===== src/sv/vgu_pkg.sv =====
// ----------------------------------------------------------------------------
// vgu_pkg: shared types, widths and helpers for the 3d vector unit
// fixed point format, opcodes, status codes and the saturating pack
// ----------------------------------------------------------------------------
package vgu_pkg;

    localparam int COMP_WIDTH = 32;
    localparam int FRAC_BITS  = 16;
    localparam int OP_W       = 3;
    localparam int ST_W       = 2;

    // operands carry one extra bit so that a difference of two components fits
    localparam int OPD_W  = COMP_WIDTH + 1;
    localparam int PROD_W = 2 * OPD_W;
    localparam int SUM_W  = PROD_W + 2;
    localparam int ROOT_W = SUM_W / 2;
    localparam int REM_W  = ROOT_W + 4;
    // a normalized component never exceeds one, so the quotient is this wide
    localparam int QUO_W  = FRAC_BITS + 1;

    typedef enum logic [OP_W-1:0] {
        OP_DOT   = 3'd0,
        OP_CROSS = 3'd1,
        OP_LEN   = 3'd2,
        OP_DIST  = 3'd3,
        OP_NORM  = 3'd4
    } op_t;

    typedef enum logic [ST_W-1:0] {
        ST_OK   = 2'd0,
        ST_SAT  = 2'd1,
        ST_ZERO = 2'd2
    } status_t;

    typedef struct packed {
        logic                  sat;
        logic [COMP_WIDTH-1:0] val;
    } packed_t;

    typedef struct packed {
        logic                       valid;
        logic [OP_W-1:0]            op;
        logic                       sat;
        logic [2:0][COMP_WIDTH-1:0] vec;
        logic [COMP_WIDTH-1:0]      scalar;
        logic [2:0][COMP_WIDTH-1:0] amag;
        logic [2:0]                 aneg;
        logic [COMP_WIDTH-1:0]      den;
        logic                       zero;
    } side_t;

    typedef struct packed {
        logic [COMP_WIDTH-1:0] rx;
        logic [COMP_WIDTH-1:0] ry;
        logic [COMP_WIDTH-1:0] rz;
        logic [COMP_WIDTH-1:0] scalar;
        logic [ST_W-1:0]       status;
    } result_t;

    // magnitude and sign to a saturated two's complement component
    function automatic packed_t sat_pack(input logic [SUM_W-1:0] mag, input logic neg);
        packed_t          r;
        logic [SUM_W-1:0] lim;
        lim = SUM_W'(1) << (COMP_WIDTH - 1);
        if (mag > lim || (!neg && mag == lim))
        begin
            r.sat = 1'b1;
            r.val = neg ? {1'b1, {(COMP_WIDTH-1){1'b0}}} : {1'b0, {(COMP_WIDTH-1){1'b1}}};
        end
        else
        begin
            r.sat = 1'b0;
            r.val = neg ? (~mag[COMP_WIDTH-1:0] + 1'b1) : mag[COMP_WIDTH-1:0];
        end
        return r;
    endfunction

endpackage


===== src/sv/vgu_div_step.sv =====
// ----------------------------------------------------------------------------
// vgu_div_step: one registered step of the restoring divider
// retires one quotient bit per stage
// ----------------------------------------------------------------------------
module vgu_div_step (
    input  logic                            clk,
    input  logic                            adv,
    input  logic [vgu_pkg::COMP_WIDTH-1:0]  den,
    input  logic [vgu_pkg::COMP_WIDTH-1:0]  rem,
    input  logic [vgu_pkg::QUO_W-1:0]       nlow,
    input  logic [vgu_pkg::QUO_W-1:0]       quo,
    output logic [vgu_pkg::COMP_WIDTH-1:0]  rem_stg,
    output logic [vgu_pkg::QUO_W-1:0]       nlow_stg,
    output logic [vgu_pkg::QUO_W-1:0]       quo_stg
);

    logic [vgu_pkg::COMP_WIDTH:0]   rem_sh, diff;
    logic [vgu_pkg::COMP_WIDTH-1:0] rem_reg, rem_next;
    logic [vgu_pkg::QUO_W-1:0]      nlow_reg, nlow_next, quo_reg, quo_next;
    logic                           ge;

    always_comb
    begin
        rem_sh    = {rem, nlow[vgu_pkg::QUO_W-1]};
        diff      = rem_sh - {1'b0, den};
        ge        = rem_sh >= {1'b0, den};
        rem_next  = ge ? diff[vgu_pkg::COMP_WIDTH-1:0] : rem_sh[vgu_pkg::COMP_WIDTH-1:0];
        nlow_next = {nlow[vgu_pkg::QUO_W-2:0], 1'b0};
        quo_next  = {quo[vgu_pkg::QUO_W-2:0], ge};
    end

    always_ff @(posedge clk)
    begin
        if (adv)
        begin
            rem_reg  <= rem_next;
            nlow_reg <= nlow_next;
            quo_reg  <= quo_next;
        end
    end

    assign rem_stg  = rem_reg;
    assign nlow_stg = nlow_reg;
    assign quo_stg  = quo_reg;

endmodule


===== config.mk =====
export PLATFORM = sky130hd
export DESIGN_NAME = vgu_div_step
export DESIGN_NICKNAME = d
export VERILOG_FILES = /design/src/sv/vgu_pkg.sv /design/src/sv/vgu_div_step.sv
export SDC_FILE = /design/constraint.sdc
export NUM_CORES = 1
export LEC_CHECK = 0
export BUFFER_PORTS_ARGS = -buffer_cell sky130_fd_sc_hd__buf_2
export CAP_MARGIN = 20
export CORE_ASPECT_RATIO = 1.75
export CORE_UTILIZATION = 25
export CTS_BUF_LIST = sky130_fd_sc_hd__clkbuf_8
export CTS_CLUSTER_SIZE = 40
export DETAILED_ROUTE_END_ITERATION = 10
export GPL_TIMING_DRIVEN = 0
export PLACE_DENSITY = 0.59
export SLEW_MARGIN = 20
export SYNTH_ARGS = -nofsm -noshare
export SYNTH_HDL_FRONTEND = slang
export SYNTH_SLANG_ARGS = --single-unit

===== constraint.sdc =====
create_clock -name clk -period 3.75 [get_ports clk]
set_input_delay 0.75 -clock clk [delete_from_list [all_inputs] [get_ports clk]]
set_output_delay 0.75 -clock clk [all_outputs]
set_load 0.02 [all_outputs]

==> results.json <==
{
  "tightest_slew_ns": 0.842,
  "drtAntennaViolNets": 0,
  "die-area_mm2": 0.0177,
  "async_flop_share": 0,
  "cp_max_fo": 6,
  "setup_viol": 0,
  "nNetsFinal": 734,
  "route.detailed.drc": 0,
  "critPathCaptureType": "register",
  "antenna_cells": 0,
  "die_w_um": 101,
  "die_h_um": 175,
  "cpPeakStageDelay_ns": 0.78,
  "wirelength_um": 12400,
  "status": "complete, no violations",
  "cts_buffers": 9,
  "fin_util": 0.337,
  "first_pass_iters": 4,
  "rsz0062_at_grt": "no",
  "period_minus_slack_ns": 3.45,
  "cts_setup_buffers": 0,
  "ctsHtreeMaxLevel": 3,
  "clockRootBuffer": "clkbuf_8",
  "synth.net_count": 559,
  "netlist_area_mm2": 0.00429,
  "slew_headroom": 0.424,
  "cts_resized": 0,
  "cpMaxStageDelayCell": "a2111oi_0",
  "avgSynthCellArea_um2": 10.1,
  "start_kind": "input pin",
  "grt_start_max_net_pins": 46,
  "maxCapViolations": 0,
  "ys_seq_area_frac": 0.455,
  "arrival_ns": 3.56,
  "num_vias": 3766,
  "design.core.area_mm2": 0.0169,
  "path_clk_slew_ns": 0.08,
  "required_ns": 3.86,
  "synth-edff-count": 65,
  "cts_tree": "done",
  "irDropWorstVdd_v": 0.000134,
  "cts_sinks": 65,
  "gp_congestion": 0.835,
  "initial_utilization": 0.254,
  "yosys_warnings": 0,
  "hold_violations": 0,
  "overflow": 0,
  "fin_crit_sh": 0.920,
  "crit_top_cell": "a2111oi_0",
  "ys_dominant_reg_cell": "edfxtp_1",
  "vias_per_cell": 4.52,
  "synth_seq_cells": 65,
  "synth_cell_types": 50,
  "std_cell_rows": 63,
  "path_cells": "buf_2, inv_1, ha_1, a21oi_1, nand2_1, a2111oi_0, nor2_1, a2111oi_0, o31ai_1, xor2_1, mux2_4",
  "clock_path_buffers": 2,
  "post-place-ws_ns": 0.0183,
  "crit_type": "input pin to register",
  "fmax_mhz": 290,
  "ctsHoldBuffers": 0,
  "grt_pass1_wl_um": 19200,
  "p_leak_nw": 2.60,
  "antenna_found_initial": 0,
  "drt-initial-drc-count": 110,
  "maxSlewViolCount": 0,
  "port_buffers": 163,
  "synth_top_cells_by_area": "edfxtp_1 (45%), ha_1 (9.3%), a21oi_1 (6.3%)",
  "yosysTopAreaCellShare": 0.455,
  "finalWorstSetupSlack_ns": 0.301,
  "grt_pass1_vias": 3845,
  "wire_per_inst_um": 14.9,
  "ios": 166,
  "grt_usage": 0.145,
  "synth_top_cell_by_area": "edfxtp_1",
  "drive_above_1_share": 0.338,
  "min_path_type": "input pin to register",
  "layout_commonest_cell": "buf_2",
  "p_per_area_mw_per_mm2": 438,
  "mostFrequentLayoutCells": "buf_2 (167), edfxtp_1 (65), a21oi_1 (54)",
  "area_growth_pct": 32.5,
  "hpwl_um": 10000,
  "synthCells": 426
}
## per-stage QoR
| stage | cells | hold WS (ns) | area [µm²] | power (mW) | TNS [ns] |
|---|---|---|---|---|---|
| 6_report | 833 | 0.563 | 5690 | 2.49 | 0 |
| 5_1_grt | 833 | 0.542 | 5690 | 2.63 | 0 |
| 4_1_cts | 833 | 0.543 | 5690 | 2.54 | 0 |
| 3_5_place_dp | 817 | 0.929 | 5420 | 1.69 | 0 |
| 3_3_place_gp | 816 | 0.927 | 5390 | 1.69 | -0.0140 |
| 2_1_floorplan | 426 | 0.849 | 4290 | 1.44 | 0 |
## sequential cells by signal, summed over array words and instances, names as in the netlist
| register | cells |
|---|---|
| quo_stg | 17 |
| rem_stg | 32 |
| nlow_stg | 16 |
## cells in the mapped netlist, types with 2 or more instances
cell / count
buf_6: 5
a21o_1: 8
nand4_1: 8
edfxtp_1: 65
mux2_4: 8
and2_1: 3
a31o_2: 2
or2_2: 2
nor3_1: 3
nor4b_1: 2
xor2_1: 10
buf_4: 2
nand4b_1: 2
or3_1: 2
a211oi_1: 3
nand3_1: 8
clkbuf_1: 6
nor2_1: 37
buf_2: 5
a21oi_1: 54
nor2b_1: 2
nand2_1: 24
ha_1: 32
nand2b_1: 7
o21bai_1: 5
o21ai_0: 17
o21ai_1: 4
o21a_1: 6
a31oi_1: 2
o211ai_1: 2
and3_1: 2
inv_1: 46
a2111oi_0: 3
mux2i_1: 2
xnor2_1: 16
o31ai_1: 7
## worst max-delay path: cells and delay by family
kind | cells | cell delay, ns
muxes | 1 | 0.26
xor gates and xnor gates | 1 | 0.18
and+or+nand+nor | 2 | 0.31
buffers and inverters | 2 | 0.12
adders and majority gates | 1 | 0.38
AOI/OAI and AO/OA | 4 | 1.57
## logic make-up after synthesis
kind of cell	Yosys count	share of synthesized area
xor gates and xnor gates	26	0.0531
other	1	0.000874
buffers and inverters	64	0.0679
DFF	65	0.455
AOI/OAI and AO/OA	120	0.171
adders and majority gates	33	0.0980
muxes	10	0.0327
and+or+nand+nor	107	0.122
## per-layer routing
layer	part of all wire	vias to the layer above	track usage	wire length, µm
met5	0	-	0	0
met4	0.027	0	0.0610	332
met3	0.056	21	0.0342	691
met2	0.56	122	0.286	6960
met1	0.36	1737	0.137	4460
li1	-	1886	-	-
## final timing paths
kind,from,end,slack [ns],depth (start not counted)
setup / recovery,den[12],rem_stg[31]$_DFFE_PP_,0.30,11
hold / removal,quo[5],quo_stg[6]$_DFFE_PP_,0.56,1
## cell type report
class / instances / area (µm²)
well taps: 227 / 284
multi-input cells: 297 / 2050
plain buffers: 18 / 119
inverters: 46 / 173
fillers: 1837 / 11200
repair buffers: 164 / 846
clock buffers: 9 / 124
flip-flops and latches: 65 / 1950
clock inverters: 7 / 141
## where the power goes
part           leakage [nW]  switching [mW]  internal, mW
Combinational          1.84           0.442         0.298
Sequential            0.637          0.0193         0.912
Clock                 0.131           0.309         0.510
Power figures use the tool's default switching activity.
