File: src/sv/vgu_pkg.sv
// ----------------------------------------------------------------------------
// vgu_pkg: shared types, widths and helpers for the 3d vector unit
// fixed point format, opcodes, status codes and the saturating pack
// ----------------------------------------------------------------------------
package vgu_pkg;

    localparam int COMP_WIDTH = 32;
    localparam int FRAC_BITS  = 16;
    localparam int OP_W       = 3;
    localparam int ST_W       = 2;

    // operands carry one extra bit so that a difference of two components fits
    localparam int OPD_W  = COMP_WIDTH + 1;
    localparam int PROD_W = 2 * OPD_W;
    localparam int SUM_W  = PROD_W + 2;
    localparam int ROOT_W = SUM_W / 2;
    localparam int REM_W  = ROOT_W + 4;
    // a normalized component never exceeds one, so the quotient is this wide
    localparam int QUO_W  = FRAC_BITS + 1;

    typedef enum logic [OP_W-1:0] {
        OP_DOT   = 3'd0,
        OP_CROSS = 3'd1,
        OP_LEN   = 3'd2,
        OP_DIST  = 3'd3,
        OP_NORM  = 3'd4
    } op_t;

    typedef enum logic [ST_W-1:0] {
        ST_OK   = 2'd0,
        ST_SAT  = 2'd1,
        ST_ZERO = 2'd2
    } status_t;

    typedef struct packed {
        logic                  sat;
        logic [COMP_WIDTH-1:0] val;
    } packed_t;

    typedef struct packed {
        logic                       valid;
        logic [OP_W-1:0]            op;
        logic                       sat;
        logic [2:0][COMP_WIDTH-1:0] vec;
        logic [COMP_WIDTH-1:0]      scalar;
        logic [2:0][COMP_WIDTH-1:0] amag;
        logic [2:0]                 aneg;
        logic [COMP_WIDTH-1:0]      den;
        logic                       zero;
    } side_t;

    typedef struct packed {
        logic [COMP_WIDTH-1:0] rx;
        logic [COMP_WIDTH-1:0] ry;
        logic [COMP_WIDTH-1:0] rz;
        logic [COMP_WIDTH-1:0] scalar;
        logic [ST_W-1:0]       status;
    } result_t;

    // magnitude and sign to a saturated two's complement component
    function automatic packed_t sat_pack(input logic [SUM_W-1:0] mag, input logic neg);
        packed_t          r;
        logic [SUM_W-1:0] lim;
        lim = SUM_W'(1) << (COMP_WIDTH - 1);
        if (mag > lim || (!neg && mag == lim))
        begin
            r.sat = 1'b1;
            r.val = neg ? {1'b1, {(COMP_WIDTH-1){1'b0}}} : {1'b0, {(COMP_WIDTH-1){1'b1}}};
        end
        else
        begin
            r.sat = 1'b0;
            r.val = neg ? (~mag[COMP_WIDTH-1:0] + 1'b1) : mag[COMP_WIDTH-1:0];
        end
        return r;
    endfunction

endpackage

File: src/sv/vgu_sqrt_step.sv
// ----------------------------------------------------------------------------
// vgu_sqrt_step: one registered step of the restoring square root
// retires one root bit per stage from two radicand bits
// ----------------------------------------------------------------------------
module vgu_sqrt_step (
    input  logic                         clk,
    input  logic                         adv,
    input  logic [vgu_pkg::SUM_W-1:0]    rad,
    input  logic [vgu_pkg::REM_W-1:0]    rem,
    input  logic [vgu_pkg::ROOT_W-1:0]   root,
    output logic [vgu_pkg::SUM_W-1:0]    rad_stg,
    output logic [vgu_pkg::REM_W-1:0]    rem_stg,
    output logic [vgu_pkg::ROOT_W-1:0]   root_stg
);

    logic [vgu_pkg::SUM_W-1:0]  rad_reg, rad_next;
    logic [vgu_pkg::REM_W-1:0]  rem_reg, rem_next, rem_sh, trial;
    logic [vgu_pkg::ROOT_W-1:0] root_reg, root_next;
    logic                       ge;

    always_comb
    begin
        rem_sh    = {rem[vgu_pkg::REM_W-3:0], rad[vgu_pkg::SUM_W-1 -: 2]};
        trial     = vgu_pkg::REM_W'({root, 2'b01});
        ge        = rem_sh >= trial;
        rem_next  = ge ? (rem_sh - trial) : rem_sh;
        root_next = {root[vgu_pkg::ROOT_W-2:0], ge};
        rad_next  = {rad[vgu_pkg::SUM_W-3:0], 2'b00};
    end

    always_ff @(posedge clk)
    begin
        if (adv)
        begin
            rad_reg  <= rad_next;
            rem_reg  <= rem_next;
            root_reg <= root_next;
        end
    end

    assign rad_stg  = rad_reg;
    assign rem_stg  = rem_reg;
    assign root_stg = root_reg;

endmodule

File: config.mk
export PLATFORM = sky130hd
export DESIGN_NAME = vgu_sqrt_step
export DESIGN_NICKNAME = d
export VERILOG_FILES = /design/src/sv/vgu_pkg.sv /design/src/sv/vgu_sqrt_step.sv
export SDC_FILE = /design/constraint.sdc
export NUM_CORES = 1
export LEC_CHECK = 0
export ABC_CLOCK_PERIOD_IN_PS = 2960
export BUFFER_PORTS_ARGS = -buffer_cell sky130_fd_sc_hd__clkbuf_2
export CAP_MARGIN = 20
export CORE_UTILIZATION = 40
export CTS_CLUSTER_DIAMETER = 30
export DETAILED_ROUTE_END_ITERATION = 10
export MAX_ROUTING_LAYER = met4
export PLACE_DENSITY = 0.71
export SYNTH_ARGS = -nofsm -noshare
export SYNTH_HDL_FRONTEND = slang
export SYNTH_SLANG_ARGS = --single-unit
export TNS_END_PERCENT = 100
File: constraint.sdc
create_clock -name clk -period 2.96 [get_ports clk]
set_clock_uncertainty 0.1 [all_clocks]
set_input_delay 0.148 -clock clk [delete_from_list [all_inputs] [get_ports clk]]
set_output_delay 0.148 -clock clk [all_outputs]
set_load 0.03 [all_outputs]
==> results.toml <==
[critical_path]
path_depth = 13
worstPathArrival_ns = 2.92
crit_buf_inv = 4
critPathLaunch = "rem[14]"
crit_path_end = "rem_stg[10]$_DFFE_PP_"
worstPathCellList = "dlygate4sd3_1 > clkbuf_2 > ha_1 > and2_4 > a221oi_2 > o21ai_2 > o31ai_4 > a21oi_4 > o21ai_4 > inv_4 > buf_12 > nor2_1 > a21oi_1"
cp_max_fo = 14
worstPathRequired_ns = 3.02
slowest_delay_ns = 0.56
cp_slowest_cell = "dlygate4sd3_1"
cp_top_family = "compound AO/OA/AOI/OAI gates"
path_class = "in2reg"
end_kind = "register"
start_kind = "primary input"

[timing]
slew-limit-headroom_pct = 61.8
worst_slack_ns = 0.108
fin_crit_sh_pct = 96.4
max_freq_ghz = 0.351
worstMarginPinSlew_ns = 0.572
setup_viol = 0
setup_tns_ns = 0
fin_crit_ns = 2.85
slew_viol_final = 0
hold_viol_final = 0

[power]
power.total_mw = 6.35
p_leak_nw = 4.95
irDropWorstVdd_uv = 370
powerDensity_nw_per_um2 = 583

[placed_design]
dp_hpwl_mm = 14.0
port-buffer-count = 277
place_ws_ns = -0.175
placed_area_um2 = 8800
gp_congestion = 0.882

[job]
cap_violations = 0

[floorplan]
start_util_pct = 41.0
rows = 47
die-area_um2 = 17600
die_h_um = 133
coreArea_um2 = 16600
die_x_um = 133
ios = 282

[synth]
synthXorXnorAreaFrac_pct = 3.98
yosys.area_share.simple_pct = 9.72
synth_area_per_cell_um2 = 12.1
synth_edf_count = 138
synth_common_cells = "edfxtp_1, a21oi_1, nor2_1"
ys_seq_area_share_pct = 60.7
synth.area.top_cells = "edfxtp_1, ha_1, a21oi_1"
yosys.cell_types.count = 59
synth_top_family_by_area = "compound AO/OA/AOI/OAI gates"
synth_largest_area_cell = "edfxtp_1"
synth.cell_area_um2 = 6820
synth_mux_area_share_pct = 0.440
ys_ff_latch = 138
synth_cells = 564
netlist.area_leader.share_pct = 60.7
async_flop_share_pct = 0
synth_warnings = 0
synthAdderAreaFrac_pct = 6.60
yosysMostFrequentCell = "edfxtp_1"
synth-compound-area-share_pct = 14.3
synthFlopType = "edfxtp_1"

[global_route]
first_global_vias = 6207
grt_pass1_wl_mm = 31.8
grt_max_degree = 61
overflow = 0
antenna_found_initial = 0
grtUsageTotal_pct = 24.3

[finish]
area_growth_pct = 59.5
diodes = 0
fillers = 1218
drive_gt1_share_pct = 37.7
num-nets-final = 1207
final_area_um2 = 10900

[clock_tree]
cts_max_level = 4
cts_root_buf = "clkbuf_16"
cts_tree = "built"
cts.sinks = 138
cts.clk_slew.worst_paths_ns = 0.07
cts_buffers = 17
clk_path_buf_depth = 2

[detailed_routing]
routedWlPerCell_um = 16.5
route.detailed.drc = 0
avgViaCountPerCell = 4.95
ant_nets = 0
drtIter0Drc = 359
num_vias = 6240
dr.pass1.iters = 5
routed_wl_mm = 20.8

[outcome]
status = "completed"

[hold_path]
hp-class = "in2reg"
power breakdown:
part           total, mW  internal, mW  switching, mW
registers           2.46          2.40         0.0608
logic               1.64         0.638           1.00
clock network       2.24          1.35          0.897
placed cells by master, fill, tap and decap left out, types with 5 or more instances in the layout:
| master | Yosys | routed |
|---|---|---|
| clkbuf_2 | 1 | 276 |
| edfxtp_1 | 138 | 138 |
| dlygate4sd3_1 | 0 | 135 |
| buf_4 | 2 | 52 |
| a21oi_1 | 47 | 44 |
| nor2_1 | 44 | 43 |
| inv_1 | 42 | 42 |
| nand2_1 | 43 | 42 |
| ha_1 | 36 | 33 |
| o21ai_0 | 25 | 24 |
| a21o_1 | 23 | 23 |
| xor2_1 | 19 | 19 |
| clkbuf_16 | 0 | 17 |
| nor3_1 | 13 | 12 |
| xnor2_1 | 12 | 12 |
| nand4_1 | 8 | 8 |
| a31oi_1 | 7 | 7 |
| o211ai_1 | 7 | 7 |
| nand3_1 | 7 | 7 |
| and2_1 | 6 | 5 |
| and3_1 | 5 | 5 |
| o21a_1 | 5 | 5 |
| o31ai_1 | 6 | 5 |
worst min-delay path by stage:
stage | startpoint | end | slack [ns] | depth (start not counted)
after global placement | rad[31] | rad_stg[33]$_DFFE_PP_ | 0.22 | 1
after CTS | rem[16] | rem_stg[18]$_DFFE_PP_ | 0.003 | 3
after global routing | rem[16] | rem_stg[18]$_DFFE_PP_ | 0.005 | 3
final | rem[16] | rem_stg[18]$_DFFE_PP_ | 0.01 | 3
after floorplan | rad[8] | rad_stg[10]$_DFFE_PP_ | 0.15 | 0
after detailed placement | rad[18] | rad_stg[20]$_DFFE_PP_ | 0.23 | 1
worst min-delay path, cell delays in order:
cell      delay [ns]
clkbuf_2        0.09
nor2_1          0.04
a21oi_1         0.12
metrics by stage:
stage | hold WS (ns) | instances | utilization, %
3_5_place_dp | 0.227 | 1092 | 52.9
2_1_floorplan | 0.147 | 565 | -
5_1_grt | 0.00502 | 1261 | 65.4
3_3_place_gp | 0.225 | 1092 | 52.9
4_1_cts | 0.00293 | 1258 | 64.7
6_report | 0.0102 | 1261 | 65.4
registers in the layout, summed over array words and instances, names as in the netlist:
| name | count |
|---|---|
| rad_stg | 66 |
| rem_stg | 38 |
| root_stg | 34 |
cell families after synthesis:
family                     after synthesis
other                                    1
buffers and inverters                   65
adders and majority gates               36
muxes                                    3
xor gates and xnor gates                31
DFF                                    138
AOI/OAI and AO/OA                      148
and+or+nand+nor                        142
cell type report:
type,instances,area [µm²],share of cell area [%]
clock buffers,17,425,3.91
flip-flops and latches,138,4140,38.1
inverters,43,164,1.51
repair buffers,467,3190,29.3
well taps,220,275,2.53
clock inverters,14,188,1.72
multi-input cells,362,2500,22.9
repair_timing:
item	4_1_cts	5_1_grt
buffers inserted	0	3
endpoints found under the setup margin	0	36
gates resized for setup	0	23
hold endpoints to repair	135	0
hold buffers	135	0
per-layer routing:
layer	share of wire, %	track usage, %	vias to the layer above
li1	-	-	3014
met1	39	26.3	2955
met2	54	44.2	240
met3	4.9	5.48	31
met4	2.1	7.60	0
met5	0	-	-
No activity file was read; power rests on OpenSTA's default activity.
